<file path="src/design/button_debounce_click_longpress_defines.svh">
// Assertion macros for the button debounce block
`ifndef BUTTON_DEBOUNCE_CLICK_LONGPRESS_DEFINES_SVH
`define BUTTON_DEBOUNCE_CLICK_LONGPRESS_DEFINES_SVH

`ifndef NO_ASSERTIONS

`define BDC_ASSERT(label, prop) \
    label: assert property (@(posedge i_clk) disable iff (!i_rst_n) (prop)) \
        else $error("bdc assertion failed");

`define BDC_NEVER(label, expr) \
    label: assert property (@(posedge i_clk) disable iff (!i_rst_n) !(expr)) \
        else $error("bdc forbidden condition seen");

`else

`define BDC_ASSERT(label, prop)

`define BDC_NEVER(label, expr)

`endif

`endif

</file>
<file path="src/design/btn_dbc_pkg.sv">
`default_nettype none

package btn_dbc_pkg;

    localparam int TIME_BITS_DEF = 32;
    localparam int TIME_EXT_W    = 64;
    localparam int NOW_W         = 32;
    localparam int CFG_DATA_W    = 16;
    localparam int CFG_IDX_W     = 2;

    localparam logic [CFG_IDX_W-1:0] REG_DEBOUNCE_TIME   = 2'd0;
    localparam logic [CFG_IDX_W-1:0] REG_LONG_PRESS_TIME = 2'd1;

    localparam logic [CFG_DATA_W-1:0] DEBOUNCE_TIME_RST   = 16'd30;
    localparam logic [CFG_DATA_W-1:0] LONG_PRESS_TIME_RST = 16'd600;

    localparam logic ACT_SAMPLE = 1'b0;
    localparam logic ACT_REINIT = 1'b1;

endpackage

`default_nettype wire

</file>
<file path="src/design/button_debounce_click_longpress.sv">
// Channel  | valid        | flow control | payload
// ---------+--------------+--------------+-----------------------------------------------
// sample   | i_valid      | o_stall      | i_action, i_raw_down, i_now_ms
// result   | o_valid      | i_stall      | o_level_down, o_*_event, o_hold_time
// config   | i_cfg_valid  | o_cfg_ready  | i_cfg_index, i_cfg_data
//
// One sample per clock while o_stall is low; its result appears in the output register on the next cycle.
// The state update is two time subtractions and compares, done in the accepting cycle.
// o_stall is high only while a result is held and the result side stalls.
// A re-initialise transaction updates the state and leaves no result.
// Reset (i_rst_n low, synchronous) clears the state and loads register defaults.
`default_nettype none
`include "button_debounce_click_longpress_defines.svh"

module button_debounce_click_longpress
    import btn_dbc_pkg::*;
#(
    parameter int TIME_BITS = TIME_BITS_DEF
) (
    input  wire logic                  i_clk,
    input  wire logic                  i_rst_n,
    input  wire logic                  i_valid,
    output logic                       o_stall,
    input  wire logic                  i_action,
    input  wire logic                  i_raw_down,
    input  wire logic [NOW_W-1:0]      i_now_ms,
    output logic                       o_valid,
    input  wire logic                  i_stall,
    output logic                       o_level_down,
    output logic                       o_press_event,
    output logic                       o_release_event,
    output logic                       o_click_event,
    output logic                       o_long_press_event,
    output logic [NOW_W-1:0]           o_hold_time,
    input  wire logic                  i_cfg_valid,
    output logic                       o_cfg_ready,
    input  wire logic [CFG_IDX_W-1:0]  i_cfg_index,
    input  wire logic [CFG_DATA_W-1:0] i_cfg_data
);

    logic [CFG_DATA_W-1:0] r_debounce_time;
    logic [CFG_DATA_W-1:0] r_long_press_time;

    logic                 r_raw_level;
    logic [TIME_BITS-1:0] r_raw_change_time;
    logic                 r_stable_level;
    logic                 r_long_done;
    logic [TIME_BITS-1:0] r_press_time;

    logic                 r_out_valid;
    logic                 r_level_down;
    logic                 r_press_event;
    logic                 r_release_event;
    logic                 r_click_event;
    logic                 r_long_press_event;
    logic [NOW_W-1:0]     r_hold_time;

    logic                 accept;
    logic                 out_taken;
    logic [TIME_EXT_W-1:0] now_ext;
    logic [TIME_BITS-1:0] now_t;

    logic                 n_raw_level;
    logic [TIME_BITS-1:0] n_raw_change_time;
    logic [TIME_BITS-1:0] since_change;
    logic                 deb_ok;
    logic                 n_stable_level;
    logic                 press;
    logic                 release_ev;
    logic                 click;
    logic [TIME_BITS-1:0] n_press_time;
    logic                 long_done_mid;
    logic [TIME_BITS-1:0] hold;
    logic                 long_press;
    logic                 n_long_done;
    logic [TIME_EXT_W-1:0] hold_ext;

    assign o_cfg_ready = 1'b1;

    assign out_taken = r_out_valid && !i_stall;
    assign o_stall   = r_out_valid && i_stall;
    assign accept    = i_valid && !o_stall;

    assign now_ext = {{(TIME_EXT_W-NOW_W){1'b0}}, i_now_ms};
    assign now_t   = now_ext[TIME_BITS-1:0];

    always_comb begin
        n_raw_level       = r_raw_level;
        n_raw_change_time = r_raw_change_time;
        if (i_raw_down != r_raw_level) begin
            n_raw_level       = i_raw_down;
            n_raw_change_time = now_t;
        end

        since_change = now_t - n_raw_change_time;
        deb_ok = (since_change >= TIME_BITS'(r_debounce_time))
                 && (r_stable_level != n_raw_level);

        n_stable_level = deb_ok ? n_raw_level : r_stable_level;
        press          = deb_ok && n_raw_level;
        release_ev     = deb_ok && !n_raw_level;
        click          = release_ev && !r_long_done;
        n_press_time   = press ? now_t : r_press_time;
        long_done_mid  = press ? 1'b0 : r_long_done;

        hold       = n_stable_level ? (now_t - n_press_time) : '0;
        long_press = n_stable_level && !long_done_mid
                     && (hold >= TIME_BITS'(r_long_press_time));
        n_long_done = long_done_mid || long_press;
        hold_ext    = TIME_EXT_W'(hold);
    end

    always_ff @(posedge i_clk) begin
        if (!i_rst_n) begin
            r_debounce_time   <= DEBOUNCE_TIME_RST;
            r_long_press_time <= LONG_PRESS_TIME_RST;
        end else if (i_cfg_valid && o_cfg_ready) begin
            case (i_cfg_index)
                REG_DEBOUNCE_TIME:   r_debounce_time   <= i_cfg_data;
                REG_LONG_PRESS_TIME: r_long_press_time <= i_cfg_data;
                default: ;
            endcase
        end
    end

    always_ff @(posedge i_clk) begin
        if (!i_rst_n) begin
            r_raw_level       <= 1'b0;
            r_raw_change_time <= '0;
            r_stable_level    <= 1'b0;
            r_long_done       <= 1'b0;
            r_press_time      <= '0;
        end else if (accept) begin
            if (i_action == ACT_REINIT) begin
                r_raw_level       <= i_raw_down;
                r_stable_level    <= i_raw_down;
                r_long_done       <= 1'b0;
                r_raw_change_time <= now_t;
                r_press_time      <= now_t;
            end else begin
                r_raw_level       <= n_raw_level;
                r_raw_change_time <= n_raw_change_time;
                r_stable_level    <= n_stable_level;
                r_long_done       <= n_long_done;
                r_press_time      <= n_press_time;
            end
        end
    end

    always_ff @(posedge i_clk) begin
        if (!i_rst_n) begin
            r_out_valid <= 1'b0;
        end else if (accept && i_action == ACT_SAMPLE) begin
            r_out_valid <= 1'b1;
        end else if (out_taken) begin
            r_out_valid <= 1'b0;
        end
    end

    always_ff @(posedge i_clk) begin
        if (accept && i_action == ACT_SAMPLE) begin
            r_level_down       <= n_stable_level;
            r_press_event      <= press;
            r_release_event    <= release_ev;
            r_click_event      <= click;
            r_long_press_event <= long_press;
            r_hold_time        <= hold_ext[NOW_W-1:0];
        end
    end

    assign o_valid            = r_out_valid;
    assign o_level_down       = r_level_down;
    assign o_press_event      = r_press_event;
    assign o_release_event    = r_release_event;
    assign o_click_event      = r_click_event;
    assign o_long_press_event = r_long_press_event;
    assign o_hold_time        = r_hold_time;

    `BDC_ASSERT(a_click_needs_release, o_valid && o_click_event |-> o_release_event)
    `BDC_ASSERT(a_released_hold_zero, o_valid && !o_level_down |-> o_hold_time == '0)
    `BDC_ASSERT(a_long_press_held, o_valid && o_long_press_event |-> o_level_down)
    `BDC_NEVER(a_press_and_release, o_valid && o_press_event && o_release_event)
    `BDC_ASSERT(a_reinit_no_result,
        !o_stall && i_valid && i_action == ACT_REINIT && !r_out_valid |=> !o_valid)

endmodule

`default_nettype wire

</file>
<file path="config.mk">
export PLATFORM = sky130hd
export DESIGN_NAME = button_debounce_click_longpress
export DESIGN_NICKNAME = d
export VERILOG_FILES = /design/src/design/btn_dbc_pkg.sv /design/src/design/button_debounce_click_longpress.sv
export VERILOG_INCLUDE_DIRS = /design/src /design/src/design
export SDC_FILE = /design/constraint.sdc
export NUM_CORES = 1
export LEC_CHECK = 0
export BUFFER_PORTS_ARGS = -buffer_cell sky130_fd_sc_hd__buf_2
export CORE_ASPECT_RATIO = 1.75
export CORE_MARGIN = 4
export CORE_UTILIZATION = 61
export CTS_CLUSTER_SIZE = 24
export DETAILED_ROUTE_END_ITERATION = 8
export GPL_TIMING_DRIVEN = 0
export PLACE_DENSITY = 0.81
export SKIP_CTS_REPAIR_TIMING = 1
export SYNTH_ARGS = -nofsm -noshare
export SYNTH_HDL_FRONTEND = slang
export SYNTH_SLANG_ARGS = --single-unit
</file>
<file path="constraint.sdc">
create_clock -name i_clk -period 12.4 [get_ports i_clk]
set_input_delay 0.62 -clock i_clk [delete_from_list [all_inputs] [get_ports i_clk]]
set_output_delay 0.62 -clock i_clk [all_outputs]
set_load 0.01 [all_outputs]
</file>
==> flow_summary.rst <==
.. list-table::
   :header-rows: 1

   * - Metric
     - Value
   * - Status
     - complete, no violations
   * - FF-to-FF path depth
     - between 50 and 60
   * - Netlist area before placement
     - ~11000 um^2
   * - Count of state elements after synthesis
     - about 140
   * - Worst-margin pin slew
     - 0.991 ns
   * - Required time worst endpoint
     - between 10 and 15 ns
   * - Placeable core region
     - 18000 um^2
   * - Post-Route WL
     - roughly 32000 um
   * - Power per cell area
     - approximately 130 nW/um^2
   * - Total Power
     - 0.00165 W
   * - Inserted Clock Buffers
     - 17
   * - Fill cell count
     - between 1000 and 1500
   * - Final clock period utilization by the worst path
     - between 90 and 100%
   * - Final setup viols
     - 0
   * - Final sum of negative setup slack
     - 0 ns
   * - Number of distinct library cells after synthesis
     - 111
   * - Detailed-placement wirelength estimate
     - approximately 25000 um
   * - Combined global-route utilization of all metal layers
     - a little under a third
   * - Synth async-reset ratio
     - 0%
   * - GR Overflow Total
     - 0
   * - CTS clk-pin slew, worst paths
     - 0.06 ns
   * - Leading cell types by count after synthesis
     - 250 x sky130_fd_sc_hd__nand2_1, 100 x sky130_fd_sc_hd__dfxtp_1, 90 x sky130_fd_sc_hd__a21boi_0, 85 x sky130_fd_sc_hd__a21oi_1, 84 x sky130_fd_sc_hd__ha_1
   * - Number of pins with negative max-slew slack in the final report
     - 0
   * - Worst-case vdd ir drop
     - 0.000100 V
   * - Final Hold Violating Endpoints
     - 0
   * - Drt drc
     - 0
   * - Reg-to-Reg End
     - o_long_press_event
   * - Detailed-routing iteration count for the pre-antenna-repair pass
     - 5
   * - Die outline area
     - just over 20000 um^2
   * - Fraction of layout cells with a size suffix above 1
     - between 10 and 15%
   * - Slowest cell on crit path
     - sky130_fd_sc_hd__a2111oi_4
   * - Post-synthesis area per instance
     - approximately 8.1 um^2
   * - Vertical die dimension
     - around 190 um
   * - DRT antenna net count
     - 0
   * - Library cell with the highest instance count after synthesis
     - sky130_fd_sc_hd__nand2_1
   * - Cell leakage power
     - 5.09 nW
   * - Most repeated library cell on the critical path
     - sky130_fd_sc_hd__ha_1
   * - Max cap viols
     - 0
   * - H-tree depth
     - 4
   * - Number of global-route vias before repair
     - about 10000
   * - Number of warnings printed during yosys synthesis
     - 0
   * - Std cell rows
     - 65
   * - Switching Share
     - 35.9%
   * - Net load switching power
     - roughly 0.0006 W
   * - Final worst path period need
     - about 12 ns
   * - Cell depth of the worst hold path
     - 3
   * - Layout Area Growth over Synthesis
     - 13.1%
   * - Final cell area excluding filler cells
     - ~13000 um^2
   * - Post-synthesis instance total
     - between 1000 and 1500
   * - Maximum net fanout on the critical path
     - 10
   * - Crit path capture type
     - flip-flop
   * - Routability congestion estimate from global placement
     - 0.998
   * - Combinational share of power
     - a little under two fifths
   * - Number of antenna violations at the first check in global routing
     - 2
   * - HP Start
     - i_cfg_data[4]
   * - Final core utilization
     - a little over two thirds
   * - Cell Int Power
     - roughly 0.0011 W
   * - Largest area contributor in the synthesized netlist
     - sky130_fd_sc_hd__dfxtp_1
   * - Number of ports placed on the die boundary
     - between 90 and 100
   * - Maximum number of buffers from clock root to sink
     - 2
   * - Cell area after placement
     - 11900 um^2
   * - Sequential fraction of the synthesis area
     - 28.1%
   * - Critical Path AT
     - ~12 ns
   * - Share of power burned in the clock network
     - 31.8%
   * - Total via count in the routed design
     - approximately 10000
   * - Global-route wire length before repair
     - around 50000 um
   * - Largest net degree at the start of global routing
     - 40
   * - Slowest cell delay on critical path
     - between 0.3 and 0.4 ns
   * - Yosys top cell area share
     - between 10% and 20%
   * - Syn Nets
     - around 1500
   * - R2R Setup Slk
     - 0.57 ns
   * - Number of flops mapped to enable cells by yosys
     - 37
   * - Post-Route Skew
     - between 0.01 and 0.015 ns
   * - Hold Crit Endpoint
     - r_debounce_time[4]
   * - Maximum achievable frequency
     - about 0.085 GHz
   * - Number of DRC markers in iteration 0
     - 577
   * - Initial core utilization
     - 61.7%
   * - Relative contribution of sequential cells to total power
     - between 30% and 40%
   * - CTS tree
     - yes
   * - HP Class
     - in -> reg
   * - Count of input and output buffers
     - 92
   * - Avg WL per Cell
     - roughly 18 um
   * - Clk Tree Root Cell
     - sky130_fd_sc_hd__clkbuf_16
   * - Worst flop-to-flop path startpoint
     - r_raw_level
   * - Worst-Skew Late Latency
     - 0.43 ns
   * - Synth Flop Type
     - sky130_fd_sc_hd__dfxtp_1
   * - Ratio of routed vias to standard cells
     - 5.99
   * - Relative slew margins
     - between 30% and 40%
   * - Die width
     - approximately 110 um
   * - Net count of the finished layout
     - about 1600
   * - Nature of the critical path startpoint
     - flip-flop
   * - Clock net sink count
     - 137
   * - Worst Setup Path Type
     - reg -> reg
   * - Top area cells in the synthesized netlist
     - sky130_fd_sc_hd__dfxtp_1 18%, sky130_fd_sc_hd__edfxtp_1 10%, sky130_fd_sc_hd__ha_1 9.5%
   * - Setup repair after global routing missed its margin
     - no
-- metrics by stage --
step,cells,hold slack (ns),setup WS (ns)
5_1_grt,1731,0.445,0.0384
4_1_cts,1727,0.424,-1.19
6_report,1731,0.426,0.572
3_5_place_dp,1695,0.458,-1.34
3_3_place_gp,1695,0.449,-1.28
2_1_floorplan,1369,0.443,1.90
-- routing by layer --
layer	track usage, %	wire, um	part of all wire, %	vias up
met1	34.3	12400	39	4863
met5	0	0	0	-
met4	17.1	1680	5.3	0
li1	-	-	-	5098
met3	3.91	1240	3.9	96
met2	55.8	16500	52	310
-- logic make-up after synthesis --
kind of cell	share of synthesized area, %
other cells	0.0338
simple gates	21.2
mux	4.74
compound gates	26.4
buf+inv	5.72
xor+xnor	4.17
flops	28.1
fa+ha+maj	9.66
-- flip-flops by register name (all words and copies together), names as in the netlist --
register and count:
o_long_press_event 1, r_raw_change_time 32, r_raw_level 1, o_release_event 1, r_long_press_time 16, r_press_time 32
o_valid 1, o_press_event 1, o_level_down 1, r_stable_level 1, r_debounce_time 16, o_hold_time 32
o_click_event 1, r_long_done 1
-- layout make-up --
type | instances | area, um^2 | area share [%]
multi-input combinational | 1094 | 7400 | 59.0
sequential | 137 | 3110 | 24.8
timing repair buffer | 94 | 475 | 3.79
clock buffer | 20 | 458 | 3.65
buffer | 73 | 405 | 3.23
tap | 234 | 293 | 2.33
inverter | 65 | 244 | 1.95
clock inverter | 12 | 145 | 1.16
antenna | 2 | 5.00 | 0.0399
-- worst max-delay path by stage --
| stage | from | endpoint | slack (ns) | cells after the start |
|---|---|---|---|---|
| 5_1_grt | r_raw_level | o_long_press_event | 0.04 | 56 |
| 6_report | r_raw_level | o_long_press_event | 0.57 | 56 |
| 3_3_place_gp | i_raw_down | o_long_press_event | -1.28 | 55 |
| 4_1_cts | r_raw_level | o_long_press_event | -1.19 | 55 |
| 3_5_place_dp | i_raw_down | o_long_press_event | -1.34 | 55 |
| 2_1_floorplan | i_raw_down | o_long_press_event | 1.90 | 53 |
-- power by group through the flow --
stage	clock, W	combinational (W)	sequential [W]
final	0.000525	0.000621	0.000507
after floorplan	0	0.000441	0.000519
after global routing	0.000543	0.000683	0.000510
after detailed placement	0	0.000597	0.000516
after CTS	0.000526	0.000604	0.000507
after global placement	0	0.000586	0.000515
-- worst max-delay path, delay by kind of cell, from the launching register on --
family / cells / cell delay [ns]
compound gates: 20 / 4.03
xor+xnor: 2 / 0.33
fa+ha+maj: 6 / 1.68
buf+inv: 10 / 1.75
flops: 1 / 0.36
mux: 1 / 0.22
simple gates: 17 / 3.16
-- cell usage in the layout, fill, tap and decap left out, types with 16 or more instances in the layout --
cell,netlist,routed
sky130_fd_sc_hd__nand2_1,250,249
sky130_fd_sc_hd__nand2b_1,18,18
sky130_fd_sc_hd__ha_1,84,84
sky130_fd_sc_hd__o211ai_1,17,17
sky130_fd_sc_hd__a21o_1,28,28
sky130_fd_sc_hd__clkbuf_16,0,18
sky130_fd_sc_hd__xor2_1,25,25
sky130_fd_sc_hd__nand4_1,23,23
sky130_fd_sc_hd__edfxtp_1,37,37
sky130_fd_sc_hd__a21boi_0,90,90
sky130_fd_sc_hd__mux2i_1,48,48
sky130_fd_sc_hd__inv_1,64,64
sky130_fd_sc_hd__a21oi_1,85,83
sky130_fd_sc_hd__o21ai_0,61,61
sky130_fd_sc_hd__dfxtp_1,100,100
sky130_fd_sc_hd__xnor2_1,26,26
sky130_fd_sc_hd__nor2_1,83,82
sky130_fd_sc_hd__clkbuf_1,43,43
sky130_fd_sc_hd__nor2b_1,25,25
sky130_fd_sc_hd__buf_2,2,96
sky130_fd_sc_hd__nand3_1,16,16
Power figures use the tool's default switching activity.
